<file path="src/rtl/bra_pkg.sv">
`timescale 1ns / 1ps
`default_nettype none
// ----------------------------------------------------------------------------
// bra_pkg
// Shared types, codes and defaults of the bitmap run allocator.
// ----------------------------------------------------------------------------
package bra_pkg;

  localparam int MAX_ENTRIES_DEF = 1024;
  localparam int WORD_BITS_DEF   = 8;
  localparam int MAX_RUN_DEF     = 16;

  localparam int KIND_W   = 2;
  localparam int INDEX_W  = 10;
  localparam int COUNT_W  = 5;
  localparam int STATUS_W = 2;
  localparam int ENTRY_W  = 10;
  localparam int REG_W    = 11;

  localparam int IN_TDATA_W  = 16;
  localparam int OUT_TDATA_W = 16;
  localparam int CFG_ADDR_W  = 3;
  localparam int CFG_DATA_W  = 32;

  localparam logic [REG_W-1:0] ENTRIES_RESET = 11'd1024;

  localparam logic REG_ENTRIES_IN_USE = 1'b0;

  localparam logic [KIND_W-1:0] KIND_ALLOC = 2'd0;
  localparam logic [KIND_W-1:0] KIND_SET   = 2'd1;
  localparam logic [KIND_W-1:0] KIND_CLEAR = 2'd2;
  localparam logic [KIND_W-1:0] KIND_TEST  = 2'd3;

  localparam logic [STATUS_W-1:0] STAT_OK       = 2'd0;
  localparam logic [STATUS_W-1:0] STAT_NO_SPACE = 2'd1;
  localparam logic [STATUS_W-1:0] STAT_RANGE    = 2'd2;

  typedef enum logic [2:0] {
    ST_CLEAR,
    ST_IDLE,
    ST_WALK,
    ST_RMW,
    ST_EMIT
  } bra_state_t;

endpackage : bra_pkg
`default_nettype wire

</file>
<file path="src/rtl/bra_bitmap_ram.sv">
`timescale 1ns / 1ps
`default_nettype none
// ----------------------------------------------------------------------------
// bra_bitmap_ram
// Occupancy word store: one write port, one read port, registered read.
// ----------------------------------------------------------------------------
module bra_bitmap_ram #(
  parameter int DEPTH  = 128,
  parameter int WIDTH  = 8,
  parameter int ADDR_W = 7
) (
  input  wire logic              clk,
  input  wire logic              we,
  input  wire logic [ADDR_W-1:0] waddr,
  input  wire logic [WIDTH-1:0]  wdata,
  input  wire logic              re,
  input  wire logic [ADDR_W-1:0] raddr,
  output logic      [WIDTH-1:0]  rdata
);

  logic [WIDTH-1:0] mem [DEPTH];

  always_ff @(posedge clk) begin
    if (we) begin
      mem[waddr] <= wdata;
    end
  end

  always_ff @(posedge clk) begin
    if (re) begin
      rdata <= mem[raddr];
    end
  end

endmodule : bra_bitmap_ram
`default_nettype wire

</file>
<file path="src/rtl/bra_pick_unit.sv">
`timescale 1ns / 1ps
`default_nettype none
// ----------------------------------------------------------------------------
// bra_pick_unit
// Lowest free entry of one occupancy word, bounded by the entry limit.
// ----------------------------------------------------------------------------
module bra_pick_unit #(
  parameter int WORD_BITS = 8,
  parameter int BASE_W    = 11,
  parameter int LIMIT_W   = 11,
  parameter int POS_W     = 3
) (
  input  wire logic [WORD_BITS-1:0] word_i,
  input  wire logic [BASE_W-1:0]    base_i,
  input  wire logic [LIMIT_W-1:0]   limit_i,
  output logic                      any_o,
  output logic      [POS_W-1:0]     pos_o
);

  logic [31:0]          span;
  logic [WORD_BITS-1:0] mask;
  logic [WORD_BITS-1:0] avail;

  always_comb begin
    span = '0;
    if (32'(limit_i) > 32'(base_i)) begin
      span = 32'(limit_i) - 32'(base_i);
    end
    for (int b = 0; b < WORD_BITS; b++) begin
      mask[b] = (32'(b) < span);
    end
    avail = ~word_i & mask;
    any_o = |avail;
    pos_o = '0;
    for (int b = WORD_BITS - 1; b >= 0; b--) begin
      if (avail[b]) begin
        pos_o = POS_W'(b);
      end
    end
  end

endmodule : bra_pick_unit
`default_nettype wire

</file>
<file path="src/rtl/bitmap_run_allocator.sv">
`timescale 1ns / 1ps
`default_nettype none
// ----------------------------------------------------------------------------
// bitmap_run_allocator
// First-fit run allocator over an occupancy bitmap with set, clear and test.
//
//   channel  dir  ports                         contents
//   in       in   in_tvalid/tready/tdata/tuser  request: kind, index, count
//   out      out  out_tvalid/tready/tdata/...   result: status, entry, bit, last
//   cfg      in   cfg_psel/penable/pwrite/...   entries_in_use at byte 0
//
// After reset a clearing pass writes zero to all NUM_WORDS words of the bitmap;
// no item is accepted meanwhile.
// Set, clear and test read the word (set and clear write it back updated),
// then emit; out-of-range indices and bad allocate counts emit directly.
// Allocate walks the words twice through one pick unit: a probe walk finds
// free entries up to the requested count, a commit walk marks and emits them;
// a failing allocate ends after one walk over all words in range and emits no-space.
// One item is in work at a time; a full output register stalls emission.
// WORD_BITS must be a power of two.
// ----------------------------------------------------------------------------
module bitmap_run_allocator #(
  parameter int MAX_ENTRIES = bra_pkg::MAX_ENTRIES_DEF,
  parameter int WORD_BITS   = bra_pkg::WORD_BITS_DEF,
  parameter int MAX_RUN     = bra_pkg::MAX_RUN_DEF
) (
  input  wire logic                              clk,
  input  wire logic                              rst_n,
  input  wire logic                              in_tvalid,
  output logic                                   in_tready,
  input  wire logic [bra_pkg::IN_TDATA_W-1:0]    in_tdata,   // index, count
  input  wire logic [bra_pkg::KIND_W-1:0]        in_tuser,   // kind
  output logic                                   out_tvalid,
  input  wire logic                              out_tready,
  output logic      [bra_pkg::OUT_TDATA_W-1:0]   out_tdata,  // entry, bit_value
  output logic      [bra_pkg::STATUS_W-1:0]      out_tuser,  // status
  output logic                                   out_tlast,
  input  wire logic                              cfg_psel,
  input  wire logic                              cfg_penable,
  input  wire logic                              cfg_pwrite,
  input  wire logic [bra_pkg::CFG_ADDR_W-1:0]    cfg_paddr,
  input  wire logic [bra_pkg::CFG_DATA_W-1:0]    cfg_pwdata,
  output logic      [bra_pkg::CFG_DATA_W-1:0]    cfg_prdata,
  output logic                                   cfg_pready
);

  import bra_pkg::*;

  localparam int NUM_WORDS = (MAX_ENTRIES + WORD_BITS - 1) / WORD_BITS;
  localparam int AW        = (NUM_WORDS > 1) ? $clog2(NUM_WORDS) : 1;
  localparam int LW        = $clog2(MAX_ENTRIES + 1);
  localparam int BW        = $clog2(NUM_WORDS * WORD_BITS + 1);
  localparam int PW        = $clog2(WORD_BITS);

  bra_state_t state_r, state_nxt;

  logic [REG_W-1:0]    entries_r, entries_nxt;
  logic [AW-1:0]       clr_r, clr_nxt;
  logic                pass2_r, pass2_nxt;
  logic                fresh_r, fresh_nxt;
  logic [COUNT_W-1:0]  found_r, found_nxt;
  logic                out_valid_r, out_valid_nxt;

  logic [KIND_W-1:0]    kind_r, kind_nxt;
  logic [INDEX_W-1:0]   idx_r, idx_nxt;
  logic [COUNT_W-1:0]   count_r, count_nxt;
  logic [LW-1:0]        limit_r, limit_nxt;
  logic [AW-1:0]        word_r, word_nxt;
  logic [BW-1:0]        base_r, base_nxt;
  logic [WORD_BITS-1:0] work_r, work_nxt;
  logic [STATUS_W-1:0]  pend_status_r, pend_status_nxt;
  logic [ENTRY_W-1:0]   pend_entry_r, pend_entry_nxt;
  logic                 pend_bit_r, pend_bit_nxt;
  logic [STATUS_W-1:0]  out_status_r, out_status_nxt;
  logic [ENTRY_W-1:0]   out_entry_r, out_entry_nxt;
  logic                 out_bit_r, out_bit_nxt;
  logic                 out_last_r, out_last_nxt;

  logic                 cfg_wr;
  logic [LW-1:0]        eff_limit;
  logic [KIND_W-1:0]    in_kind;
  logic [INDEX_W-1:0]   in_idx;
  logic [COUNT_W-1:0]   in_count;
  logic                 in_acc;
  logic                 slot_free;

  logic                 ram_we;
  logic [AW-1:0]        ram_waddr;
  logic [WORD_BITS-1:0] ram_wdata;
  logic                 ram_re;
  logic [AW-1:0]        ram_raddr;
  logic [WORD_BITS-1:0] ram_rdata;

  logic [WORD_BITS-1:0] cur_word;
  logic                 pick_any;
  logic [PW-1:0]        pick_pos;
  logic [PW-1:0]        bit_pos;
  logic                 emit;
  logic [STATUS_W-1:0]  emit_status;
  logic [ENTRY_W-1:0]   emit_entry;
  logic                 emit_bit;
  logic                 emit_last;

  assign in_kind  = in_tuser;
  assign in_idx   = in_tdata[INDEX_W-1:0];
  assign in_count = in_tdata[INDEX_W +: COUNT_W];
  assign in_acc   = in_tvalid && in_tready;

  assign cfg_pready = 1'b1;
  assign cfg_wr     = cfg_psel && cfg_penable && cfg_pwrite && cfg_pready
                      && (cfg_paddr[CFG_ADDR_W-1] == REG_ENTRIES_IN_USE);
  assign cfg_prdata = (cfg_paddr[CFG_ADDR_W-1] == REG_ENTRIES_IN_USE)
                      ? CFG_DATA_W'(entries_r) : '0;
  assign entries_nxt = cfg_wr ? cfg_pwdata[REG_W-1:0] : entries_r;

  assign eff_limit = (32'(entries_r) > 32'(MAX_ENTRIES)) ? LW'(MAX_ENTRIES)
                                                         : LW'(entries_r);

  assign slot_free = !out_valid_r || out_tready;
  assign cur_word  = fresh_r ? ram_rdata : work_r;
  assign bit_pos   = idx_r[PW-1:0];

  assign out_tvalid = out_valid_r;
  assign out_tdata  = {(OUT_TDATA_W - ENTRY_W - 1)'(0), out_bit_r, out_entry_r};
  assign out_tuser  = out_status_r;
  assign out_tlast  = out_last_r;

  bra_bitmap_ram #(
    .DEPTH  (NUM_WORDS),
    .WIDTH  (WORD_BITS),
    .ADDR_W (AW)
  ) u_ram (
    .clk   (clk),
    .we    (ram_we),
    .waddr (ram_waddr),
    .wdata (ram_wdata),
    .re    (ram_re),
    .raddr (ram_raddr),
    .rdata (ram_rdata)
  );

  bra_pick_unit #(
    .WORD_BITS (WORD_BITS),
    .BASE_W    (BW),
    .LIMIT_W   (LW),
    .POS_W     (PW)
  ) u_pick (
    .word_i  (cur_word),
    .base_i  (base_r),
    .limit_i (limit_r),
    .any_o   (pick_any),
    .pos_o   (pick_pos)
  );

  always_comb begin
    state_nxt       = state_r;
    clr_nxt         = clr_r;
    pass2_nxt       = pass2_r;
    fresh_nxt       = fresh_r;
    found_nxt       = found_r;
    kind_nxt        = kind_r;
    idx_nxt         = idx_r;
    count_nxt       = count_r;
    limit_nxt       = limit_r;
    word_nxt        = word_r;
    base_nxt        = base_r;
    work_nxt        = work_r;
    pend_status_nxt = pend_status_r;
    pend_entry_nxt  = pend_entry_r;
    pend_bit_nxt    = pend_bit_r;
    in_tready       = (state_r == ST_IDLE);
    ram_we          = 1'b0;
    ram_waddr       = word_r;
    ram_wdata       = cur_word;
    ram_re          = 1'b0;
    ram_raddr       = '0;
    emit            = 1'b0;
    emit_status     = pend_status_r;
    emit_entry      = pend_entry_r;
    emit_bit        = pend_bit_r;
    emit_last       = 1'b1;

    case (state_r)
      ST_CLEAR: begin
        ram_we    = 1'b1;
        ram_waddr = clr_r;
        ram_wdata = '0;
        clr_nxt   = clr_r + AW'(1);
        if (clr_r == AW'(NUM_WORDS - 1)) begin
          state_nxt = ST_IDLE;
        end
      end
      ST_IDLE: begin
        if (in_acc) begin
          kind_nxt     = in_kind;
          idx_nxt      = in_idx;
          count_nxt    = in_count;
          limit_nxt    = eff_limit;
          pend_bit_nxt = 1'b0;
          if (in_kind == KIND_ALLOC) begin
            if (in_count == '0 || 32'(in_count) > 32'(MAX_RUN)) begin
              pend_status_nxt = STAT_NO_SPACE;
              pend_entry_nxt  = '0;
              state_nxt       = ST_EMIT;
            end else begin
              found_nxt = '0;
              pass2_nxt = 1'b0;
              fresh_nxt = 1'b1;
              word_nxt  = '0;
              base_nxt  = '0;
              ram_re    = 1'b1;
              ram_raddr = '0;
              state_nxt = ST_WALK;
            end
          end else if (32'(in_idx) >= 32'(eff_limit)) begin
            pend_status_nxt = STAT_RANGE;
            pend_entry_nxt  = in_idx;
            state_nxt       = ST_EMIT;
          end else begin
            ram_re    = 1'b1;
            ram_raddr = AW'(in_idx >> PW);
            state_nxt = ST_RMW;
          end
        end
      end
      ST_RMW: begin
        ram_waddr       = AW'(idx_r >> PW);
        pend_status_nxt = STAT_OK;
        pend_entry_nxt  = idx_r;
        case (kind_r)
          KIND_SET: begin
            ram_we    = 1'b1;
            ram_wdata = ram_rdata | (WORD_BITS'(1) << bit_pos);
          end
          KIND_CLEAR: begin
            ram_we    = 1'b1;
            ram_wdata = ram_rdata & ~(WORD_BITS'(1) << bit_pos);
          end
          KIND_TEST: begin
            pend_bit_nxt = ram_rdata[bit_pos];
          end
          default: begin
            pend_bit_nxt = 1'b0;
          end
        endcase
        state_nxt = ST_EMIT;
      end
      ST_WALK: begin
        if (!pick_any || found_r == count_r) begin
          ram_we    = pass2_r;
          fresh_nxt = 1'b1;
          if (found_r == count_r) begin
            if (!pass2_r) begin
              pass2_nxt = 1'b1;
              found_nxt = '0;
              word_nxt  = '0;
              base_nxt  = '0;
              ram_re    = 1'b1;
              ram_raddr = '0;
            end else begin
              state_nxt = ST_IDLE;
            end
          end else if (32'(base_r) + 32'(WORD_BITS) >= 32'(limit_r)) begin
            pend_status_nxt = STAT_NO_SPACE;
            pend_entry_nxt  = '0;
            state_nxt       = ST_EMIT;
          end else begin
            word_nxt  = word_r + AW'(1);
            base_nxt  = base_r + BW'(WORD_BITS);
            ram_re    = 1'b1;
            ram_raddr = word_r + AW'(1);
          end
        end else if (!pass2_r || slot_free) begin
          emit        = pass2_r;
          emit_status = STAT_OK;
          emit_entry  = ENTRY_W'(32'(base_r) + 32'(pick_pos));
          emit_bit    = 1'b0;
          emit_last   = (found_r + COUNT_W'(1) == count_r);
          work_nxt    = cur_word | (WORD_BITS'(1) << pick_pos);
          fresh_nxt   = 1'b0;
          found_nxt   = found_r + COUNT_W'(1);
        end
      end
      ST_EMIT: begin
        if (slot_free) begin
          emit      = 1'b1;
          state_nxt = ST_IDLE;
        end
      end
      default: begin
        state_nxt = ST_IDLE;
      end
    endcase

    out_valid_nxt  = out_valid_r && !out_tready;
    out_status_nxt = out_status_r;
    out_entry_nxt  = out_entry_r;
    out_bit_nxt    = out_bit_r;
    out_last_nxt   = out_last_r;
    if (emit) begin
      out_valid_nxt  = 1'b1;
      out_status_nxt = emit_status;
      out_entry_nxt  = emit_entry;
      out_bit_nxt    = emit_bit;
      out_last_nxt   = emit_last;
    end
  end

  always_ff @(posedge clk) begin
    if (!rst_n) begin
      state_r     <= ST_CLEAR;
      entries_r   <= ENTRIES_RESET;
      clr_r       <= '0;
      pass2_r     <= 1'b0;
      fresh_r     <= 1'b0;
      found_r     <= '0;
      out_valid_r <= 1'b0;
    end else begin
      state_r     <= state_nxt;
      entries_r   <= entries_nxt;
      clr_r       <= clr_nxt;
      pass2_r     <= pass2_nxt;
      fresh_r     <= fresh_nxt;
      found_r     <= found_nxt;
      out_valid_r <= out_valid_nxt;
    end
  end

  always_ff @(posedge clk) begin
    kind_r        <= kind_nxt;
    idx_r         <= idx_nxt;
    count_r       <= count_nxt;
    limit_r       <= limit_nxt;
    word_r        <= word_nxt;
    base_r        <= base_nxt;
    work_r        <= work_nxt;
    pend_status_r <= pend_status_nxt;
    pend_entry_r  <= pend_entry_nxt;
    pend_bit_r    <= pend_bit_nxt;
    out_status_r  <= out_status_nxt;
    out_entry_r   <= out_entry_nxt;
    out_bit_r     <= out_bit_nxt;
    out_last_r    <= out_last_nxt;
  end

`ifndef SYNTHESIS
  a_found_bounded: assert property (@(posedge clk) disable iff (!rst_n)
    (state_r == ST_WALK) |-> (found_r <= count_r))
    else $error("pick count passed the requested count");

  a_write_owner: assert property (@(posedge clk) disable iff (!rst_n)
    ram_we |-> (state_r == ST_CLEAR || state_r == ST_RMW
                || (state_r == ST_WALK && pass2_r)))
    else $error("bitmap written outside clear, update or commit walk");

  a_probe_silent: assert property (@(posedge clk) disable iff (!rst_n)
    (state_r == ST_WALK && !pass2_r) |-> !emit)
    else $error("result emitted during the probe walk");

  a_emit_needs_slot: assert property (@(posedge clk) disable iff (!rst_n)
    (emit && out_valid_r) |-> out_tready)
    else $error("result overwrote a waiting item");
`endif

endmodule : bitmap_run_allocator
`default_nettype wire

</file>
<file path="config.mk">
export PLATFORM = sky130hd
export DESIGN_NAME = bitmap_run_allocator
export DESIGN_NICKNAME = d
export VERILOG_FILES = /design/src/rtl/bra_pkg.sv /design/src/rtl/bra_bitmap_ram.sv /design/src/rtl/bra_pick_unit.sv /design/src/rtl/bitmap_run_allocator.sv
export SDC_FILE = /design/constraint.sdc
export NUM_CORES = 1
export LEC_CHECK = 0
export BUFFER_PORTS_ARGS = -buffer_cell sky130_fd_sc_hd__buf_2
export CORE_MARGIN = 8
export CORE_UTILIZATION = 35
export CTS_CLUSTER_DIAMETER = 30
export DETAILED_ROUTE_END_ITERATION = 10
export HOLD_SLACK_MARGIN = 0.03
export RECOVER_POWER = 100
export SYNTH_ARGS = -nofsm -noshare
export SYNTH_HDL_FRONTEND = slang
export SYNTH_SLANG_ARGS = --single-unit
</file>
<file path="constraint.sdc">
create_clock -name clk -period 10 [get_ports clk]
set_input_delay 0.5 -clock clk [delete_from_list [all_inputs] [get_ports clk]]
set_output_delay 0.5 -clock clk [all_outputs]
set_load 0.01 [all_outputs]
</file>
Yosys cells after proc, flatten, opt, wreduce, memory -nomap -nowiden
Memory sizes are Yosys's and may differ from the RTL's. A register that Yosys moved wholly into a read port is not among the register bits.
Index checks and enable logic that the tools add are counted.
Widths: inputs -> output; s select.
{ "totals": {"ff_bits": 110, "mem_bits_rw": 1024, "input_bits": 60, "output_inout_bits": 54, "memories": 1} }
{ "op_classes": {"add_sub_neg": 7, "magnitude_cmp": 14, "eq_ne": 29, "shift": 2, "mux": 118, "n_bitwise": 10, "reduce_logical": 31} }
{ "memory_table": {"columns": ["name", "depth", "word_bits", "read_ports", "rd_ports_with_merged_regs", "write_ports", "line_no", "text"], "rows": [
  ["u_ram.mem", 128, 8, 1, 1, 1, "bra_bitmap_ram.sv:21", "logic [WIDTH-1:0] mem [DEPTH];"]
]} }
{ "op_table": {"columns": ["operator", "count"], "rows": [
  ["$lt 3x32->1 const A", 4],
  ["$mux 10", 10],
  ["$mux 11", 9],
  ["$mux 7", 13],
  ["$lt 1x32->1 const A", 2],
  ["$lt 2x32->1 const A", 2],
  ["$mux 3", 18],
  ["$pmux 7 s2", 3],
  ["$mux 5", 7],
  ["$mux 32", 1],
  ["$pmux 8 s2", 2],
  ["$mux 1", 31],
  ["$pmux 10 s3", 1],
  ["$pmux 11 s2", 1],
  ["$ne 3x3->1 const B", 7],
  ["$reduce_and 7->1", 3],
  ["$mux 2", 10],
  ["$and 8x8->8", 2],
  ["$ne 2x2->1 const B", 8],
  ["$not 8->8", 2],
  ["$or 8x8->8", 2],
  ["$shl 1x3->8 const A", 2],
  ["$pmux 3 s5", 1],
  ["$add 7x1->7 const B", 2],
  ["43 further kinds", 68]
]} }

Logic depth before layout (Yosys ltp)
Gate-level depths: netlist (run 1).
{ "logic_depth": {"word_depth": 16, "ltp_mapped": 24, "ltp_nobuf": 22} }

Cells and area by module
A second synthesis (run 1) with hierarchy kept.
{ "hier_totals": {"cells_unflattened": 2389, "area_unflattened_um2": 46941.3} }
{ "modules_own_cells": {"columns": ["mod", "instances", "cells_per_inst", "area_each_um2"], "rows": [
  ["bra_bitmap_ram", 1, 1635, 39745.6],
  ["bitmap_run_allocator", 1, 628, 6283.5],
  ["bra_pick_unit", 1, 126, 912.1]
]} }

Worst setup path before layout (run 1)
Ideal clock, no wire load.
{ "synth_timing": {"kind": "reg2reg", "start": "register state_r[2]", "end": "memory u_ram.mem[0][0] (data pin)", "setup_time_ps": 1197, "t_arrival_ps": 6753, "required_ps": 8803, "slack_ps": 2050, "stages_incl_launch_ff": 10, "synth_period_minus_slack_ps": 7950, "path_cell_list": "dfxtp_1 clkbuf_1 nor2b_1 and2_1 clkbuf_1 nor2b_1 clkbuf_1 or2_2 clkbuf_1 o21ai_0"} }
{ "synth_between": {"elab_chain_cells": 2, "elab_cells_between_ends": 3, "classes_between": "eq/ne (1); mux (1); reduce/logical (1)"} }
{ "synth_lines": {"columns": ["item", "line_no", "text"], "rows": [
  ["from (decl)", "bitmap_run_allocator.sv:55", "bra_state_t state_r, state_nxt;"],
  ["from (signal assigned)", "bitmap_run_allocator.sv:319", "state_r <= state_nxt;"],
  ["$eq 3x2->1 or $logic_not 3->1 (tied branches)", "bitmap_run_allocator.sv:183", "case (state_r)"],
  ["$pmux 8 s2 (*)", "bitmap_run_allocator.sv:183", null],
  ["net ram_wdata[0]", "bitmap_run_allocator.sv:89", "logic [WORD_BITS-1:0] ram_wdata;"],
  ["to (decl)", "bra_bitmap_ram.sv:21", null]
]} }
The timed path passes the listed nets; every way through them passes the cells marked *.

Worst setup path after layout (run 1)
{ "layout_timing": {"start": "register state_r[1]", "end": "memory u_ram.mem[56][4] (data pin)"} }
Same word-level chain as after synthesis.

==> flow_metrics.py, run 1 <==
metrics = {
    "outcome": {
        "violations": "max-capacitance violations, max-slew violations",
        "status": "finished, violations left",
    },
    "pwr": {
        "finalPower_w": 0.0125,
        "p_per_area_mw_per_mm2": 216,
        "seq_power_share": 0.415,
        "cell_internal_pwr_w": 0.00988,
        "max-vdd-ir-drop_mv": 0.186,
        "clock_power_share": 0.576,
        "p_sw_frac": 0.211,
        "power.leakage_nw": 20.0,
        "pwr-share-comb": 0.009,
        "switchingPower_w": 0.00265,
    },
    "timing": {
        "fmax_mhz": 122,
        "fin_crit_ns": 8.18,
        "worst_slack_ns": 1.82,
        "worst_pin_slew_ns": 3.42,
        "hold_viol": 0,
        "rsz0062_at_grt": "false",
        "post-route-period-util": 0.818,
        "setup_viol": 0,
        "slew_headroom": -1.28,
        "slew_viol_final": 828,
        "finalSetupTns_ns": 0,
        "skew_ns": 0.0925,
    },
    "setup_path": {
        "worstSetupStartpoint": "state_r[1]",
        "cp.arrival_ns": 8.29,
        "critPathKind": "flip-flop to flip-flop",
        "critPathCaptureType": "flip-flop",
        "startpoint_type": "flip-flop",
        "critPathRequiredTime_ns": 10.11,
        "worst-path-max-fanout": 72,
        "r2r_start": "state_r[1]",
    },
    "synthesis": {
        "synth_compound_area_frac": 0.0837,
        "synthAdderAreaFrac": 0.0117,
        "netlist_area_mm2": 0.0483,
        "yosysWarnings": 0,
        "synth_edf_count": 1113,
        "synth_top_family_by_area": "simple AND/OR/NAND/NOR gates",
        "avgSynthCellArea_um2": 13.0,
        "yosys.area_share.xor_xnor": 0.00689,
        "synth_cell_types": 79,
        "synthesis.instances": 3711,
        "yosys_most_used_dff": "edfxtp_1",
        "synthMuxAreaShare": 0.0325,
        "yosys.area_share.simple": 0.132,
        "seq_area_frac_synth": 0.704,
        "ys_ff_latch": 1142,
        "synthArstFlopShare": 0,
    },
    "routing": {
        "dr.pass1.iters": 6,
        "num_vias": 32500,
        "first_iter_violations": 3566,
        "drc": 0,
        "routed_wl_mm": 146,
        "ant_nets": 0,
        "via_per_inst": 5.55,
        "post_drt_wl_per_cell_um": 25.0,
    },
    "global_routing": {
        "grt-ovfl-total": 0,
        "antenna_found_initial": 3,
        "grt_pass1_vias": 31300,
        "grt_max_degree": 145,
        "grtUsageTotal": 0.187,
        "grt_pass1_wl_mm": 213,
    },
    "final_layout": {
        "design_area_mm2": 0.0580,
        "final_layout_size_suffix_gt1_frac": 0.111,
        "post-route-util": 0.423,
        "seq_area_mm2": 0.0340,
        "areaGrowthSynthToFinish_pct": 20.2,
        "fin_nets": 3981,
        "multi_input_area_mm2": 0.0131,
        "n_fill_cell": 12500,
    },
    "floorplan": {
        "rows": 136,
        "initial_core_util": 0.352,
        "ios": 114,
        "die_area_mm2": 0.150,
        "die_w_um": 387,
        "die_h_um": 387,
        "core_mm2": 0.137,
    },
    "clock_tree": {
        "clk_path_buf_depth": 3,
        "post_cts_buffers": 0,
        "cts_sinks": 1142,
        "cts_root_buf": "clkbuf_16",
        "cts_hold_buf": 29,
        "cts-htree-levels": 4,
        "clk_latency_ns": 0.85,
        "cts_tree": "yes",
        "cts-resized-gates": 0,
        "numCtsBuffers": 211,
        "clk_pin_slew_ns": 0.05,
    },
    "worst_hold_path": {
        "min_path_type": "primary input to flip-flop",
        "holdCritStartpoint": "rst_n",
    },
    "placed_design": {
        "dp_worst_setup_slack_ns": 3.16,
        "gp_congestion": 0.905,
        "post-dp-hpwl_mm": 87.3,
        "io_buffers": 62,
        "postPlaceCellArea_mm2": 0.0505,
    },
    "job": {
        "cap_violations": 22,
    },
}
==> final cells by class <==
type / count / share of cell area
Sequential cell: 1142 / 0.586
Multi-Input combinational cell: 2310 / 0.226
Clock buffer: 237 / 0.0930
Tap cell: 1794 / 0.0387
Clock inverter: 162 / 0.0340
Timing Repair Buffer: 161 / 0.0191
Inverter: 51 / 0.00330
Antenna cell: 3 / 0.000129
==> state kept, by name (all words and copies together), names as in the netlist, 8 cells and up <==
name,count
u_ram.mem,1024
base_r,11
entries_r,11
limit_r,11
idx_r,10
out_entry_r,10
pend_entry_r,10
u_ram.rdata,8
work_r,8
==> Yosys cell counts (all sizes together), types with 54 or more instances <==
master,instances,area [µm²]
a31oi,69,432
o21ai,58,290
clkbuf,59,221
nand3,205,1030
a32oi,54,473
nand2,787,2950
buf,175,973
mux2i,142,1420
nor2,226,853
edfxtp,1113,33400
a21oi,147,736
nand4,54,338
==> critical path: stages (launching register included) <==
cell,delay (ns)
dfxtp_1,0.43
nor2b_1,0.34
and2_0,0.17
clkbuf_1,0.73
nor2b_1,0.72
o221ai_1,0.34
o21ai_4,0.11
clkbuf_1,1.99
clkbuf_1,2.52
==> cells by family (layout without fill, tap and decap cells) <==
kind of cell / Yosys count / in the layout
AND/OR/NAND/NOR: 1467 / 1467
buffers and inverters: 285 / 611
other: 2 / 31
flip-flops: 1142 / 1142
XOR/XNOR: 38 / 38
AO/OA/AOI/OAI: 580 / 580
multiplexers: 153 / 153
adder cells (fa/ha/maj): 44 / 44
==> metrics by stage <==
step                      hold slack (ns)  std cells
after floorplan                     0.447       3737
after global placement              0.471       5429
after detailed placement            0.475       5429
after CTS                          0.0934       5857
after global routing                0.154       5857
final                               0.126       5860
==> cell usage in the layout, fill, tap and decap left out, drive strengths merged, types with 69 or more instances in the layout <==
master,count
edfxtp,1113
nand2,787
clkbuf,299
nor2,226
nand3,205
a21oi,147
mux2i,142
clkinv,93
buf,70
a31oi,69
inv,69
==> path summary, 6_finish.rpt <==
check	endpoint	cells after the start	slack (ns)
max	u_ram.mem[56][4]	8	1.82
min	entries_r[10]	2	0.13
max reg2reg	u_ram.mem[56][4]	8	1.82
min reg2reg	out_entry_r[0]	2	0.47
==> power by group through the flow <==
stage	Combinational [W]	Sequential, W	Clock, W
6_report	0.000113	0.00520	0.00721
5_1_grt	0.000119	0.00520	0.00751
4_1_cts	0.000112	0.00520	0.00728
3_5_place_dp	0.000102	0.00529	0
3_3_place_gp	0.000101	0.00529	0
2_1_floorplan	0.0000580	0.00529	0
==> per-layer routing <==
layer	share of wire	global-route usage	vias to the layer above
li1	-	-	14300
met1	0.41	0.248	16200
met2	0.45	0.290	1667
met3	0.099	0.0501	364
met4	0.045	0.0848	2
met5	0.000089	0	-
Power figures use the tool's default switching activity.
==> run 2, diff against run 1 <==
==> constraint.sdc (replaced) <==
create_clock -name clk -period 7.2 [get_ports clk]
set_input_delay 0.36 -clock clk [delete_from_list [all_inputs] [get_ports clk]]
set_output_delay 0.36 -clock clk [all_outputs]
set_load 0.01 [all_outputs]
==> run 2 against run 1 <==
Effect of this change:
- the run still ends with max-capacitance violations, max-slew violations left
- final area is 2.0% higher
- global-route usage up 0.16 points
- clock power grew 50%
- setup slack lost 1.2 ns
- first-iteration DRC count is 13% higher
- clock skew grew 0.030 ns
- via count rose by 0.78%
- sequential share of layout area decreased by 1.2 points
- largest power group unchanged
- highest routed layer unchanged
==> flow_metrics.py, run 2 (synthesis gave the netlist of run 1 again) <==
metrics = {
    "timing": {
        "post-route-period-util": 0.920,
        "worst_pin_slew_ns": 3.43,
        "slew_headroom": -1.28,
        "setup_viol": 0,
        "fmax_mhz": 151,
        "hold_viol": 0,
        "rsz0062_at_grt": "false",
        "worst_slack_ns": 0.578,
        "slew_viol_final": 502,
        "fin_crit_ns": 6.62,
        "skew_ns": 0.123,
    },
    "job": {
        "cap_violations": 12,
    },
    "pwr": {
        "finalPower_w": 0.0182,
        "power.leakage_nw": 20.4,
        "p_per_area_mw_per_mm2": 307,
        "max-vdd-ir-drop_mv": 0.253,
    },
    "final_layout": {
        "largest_register_ffs": 1024,
        "multi_input_area_mm2": 0.0131,
        "seq_area_mm2": 0.0340,
        "n_fill_cell": 12400,
        "areaGrowthSynthToFinish_pct": 22.6,
        "fin_nets": 4060,
        "layout_commonest_cell": "edfxtp_1",
        "largest_register": "u_ram.mem",
        "final_layout_size_suffix_gt1_frac": 0.127,
        "mostFrequentLayoutCells": "edfxtp_1, nand2_1, clkbuf_16, nor2_1, nand3_1",
        "design_area_mm2": 0.0592,
    },
    "clock_tree": {
        "cts-htree-levels": 4,
        "post_cts_buffers": 0,
        "clk_latency_ns": 0.85,
        "numCtsBuffers": 226,
        "clk_pin_slew_ns": 0.05,
        "cts_root_buf": "clkbuf_16",
        "cts_tree": "yes",
        "clk_path_buf_depth": 3,
        "cts_sinks": 1142,
    },
    "global_routing": {
        "grtUsageMet1": 0.253,
        "grt_pass1_vias": 31500,
        "met2_usage": 0.290,
        "grt-ovfl-total": 0,
        "grt_max_degree": 113,
        "grtUsageTotal": 0.189,
        "grt_pass1_wl_mm": 214,
        "top_usage_layer": "met2",
        "use_met3": 0.0459,
        "antenna_found_initial": 1,
    },
    "setup_path": {
        "cp.arrival_ns": 7.28,
        "critPathCaptureType": "flip-flop",
        "worst-path-max-fanout": 25,
        "worstRegToRegCells": 16,
        "critPathRequiredTime_ns": 7.86,
        "startpoint_type": "flip-flop",
        "critPathKind": "flip-flop to flip-flop",
    },
    "floorplan": {
        "die_h_um": 387,
        "initial_core_util": 0.352,
        "core_mm2": 0.137,
        "die_area_mm2": 0.150,
        "die_w_um": 387,
        "rows": 136,
        "ios": 114,
    },
    "routing": {
        "ant_nets": 0,
        "drc": 0,
        "num_vias": 32800,
        "routed_wl_mm": 148,
        "via_per_inst": 5.50,
        "dr.pass1.iters": 6,
        "first_iter_violations": 4022,
        "post_drt_wl_per_cell_um": 24.8,
    },
    "placed_design": {
        "post-dp-hpwl_mm": 92.2,
        "dp_worst_setup_slack_ns": 1.08,
        "gp_congestion": 0.904,
        "postPlaceCellArea_mm2": 0.0510,
        "io_buffers": 62,
    },
    "worst_hold_path": {
        "min_path_type": "primary input to flip-flop",
        "holdPathStages": 2,
    },
    "outcome": {
        "status": "finished, violations left",
        "violations": "max-capacitance violations, max-slew violations",
    },
}
## run 2: cell types whose count changed in the layout (fill, tap and decap cells not counted), moves of 6 or more
cell / previous run / this run
buf_4: 45 / 70
buf_12: 8 / 14
clkbuf_16: 212 / 227
dlygate4sd3_1: 29 / 44
clkinv_2: 25 / 31
bufinv_16: 28 / 35
clkbuf_2: 1 / 7
## run 2: cell type report
class                           count  share of cell area
Sequential cell                  1142               0.574
Tap cell                         1794              0.0379
Multi-Input combinational cell   2310               0.221
Inverter                           51             0.00323
Timing Repair Buffer              225              0.0279
Antenna cell                        1           0.0000423
Clock buffer                      247              0.0972
Clock inverter                    181              0.0387
## run 2: final timing paths
check | start | end | slack [ns]
setup / recovery | base_r[3] | u_ram.rdata[0] | 0.58
hold reg to reg | pend_entry_r[1] | out_entry_r[1] | 0.49
hold / removal | in_tdata[12] | count_r[2] | 0.34
setup reg to reg | base_r[3] | u_ram.rdata[0] | 0.58
## run 2: critical path: stages (launching register included)
cell and delay (ns):
edfxtp_1 0.43, inv_1 0.17, ha_1 0.29, nand2b_1 0.21, a211oi_2 0.28, nor2_1 0.10, o221a_2 0.33, and4b_1 0.20
a211oi_1 0.37, o31a_1 0.52, nor3_1 0.23, or2_2 0.69, buf_4 0.34, nor2_1 1.19, nand3_1 0.24, a31oi_1 0.59
a2bb2oi_1 0.27
## run 2: what timing repair did
action | 4_1_cts | 5_1_grt
resized for setup | 0 | 0
endpoints found under the hold margin | 45 | 0
hold buffers | 44 | 0
## run 2: power breakdown
group	internal (W)	switching, W
logic	0.0000518	0.000109
clock network	0.00708	0.00370
registers	0.00722	0.00000711
## run 2: layer usage
layer	part of all wire	up-vias
li1	-	14400
met1	0.41	16300
met2	0.45	1762
met3	0.097	308
met4	0.048	2
met5	0.000081	-
## run 2: metrics by stage
stage / setup TNS (ns) / std cells / hold slack [ns] / utilization
5_1_grt: 0 / 5950 / 0.334 / 0.432
3_3_place_gp: 0 / 5478 / 0.473 / 0.372
6_report: 0 / 5951 / 0.342 / 0.432
4_1_cts: 0 / 5950 / 0.318 / 0.434
2_1_floorplan: -384.09 / 3737 / 0.447 / -
3_5_place_dp: 0 / 5478 / 0.476 / 0.372
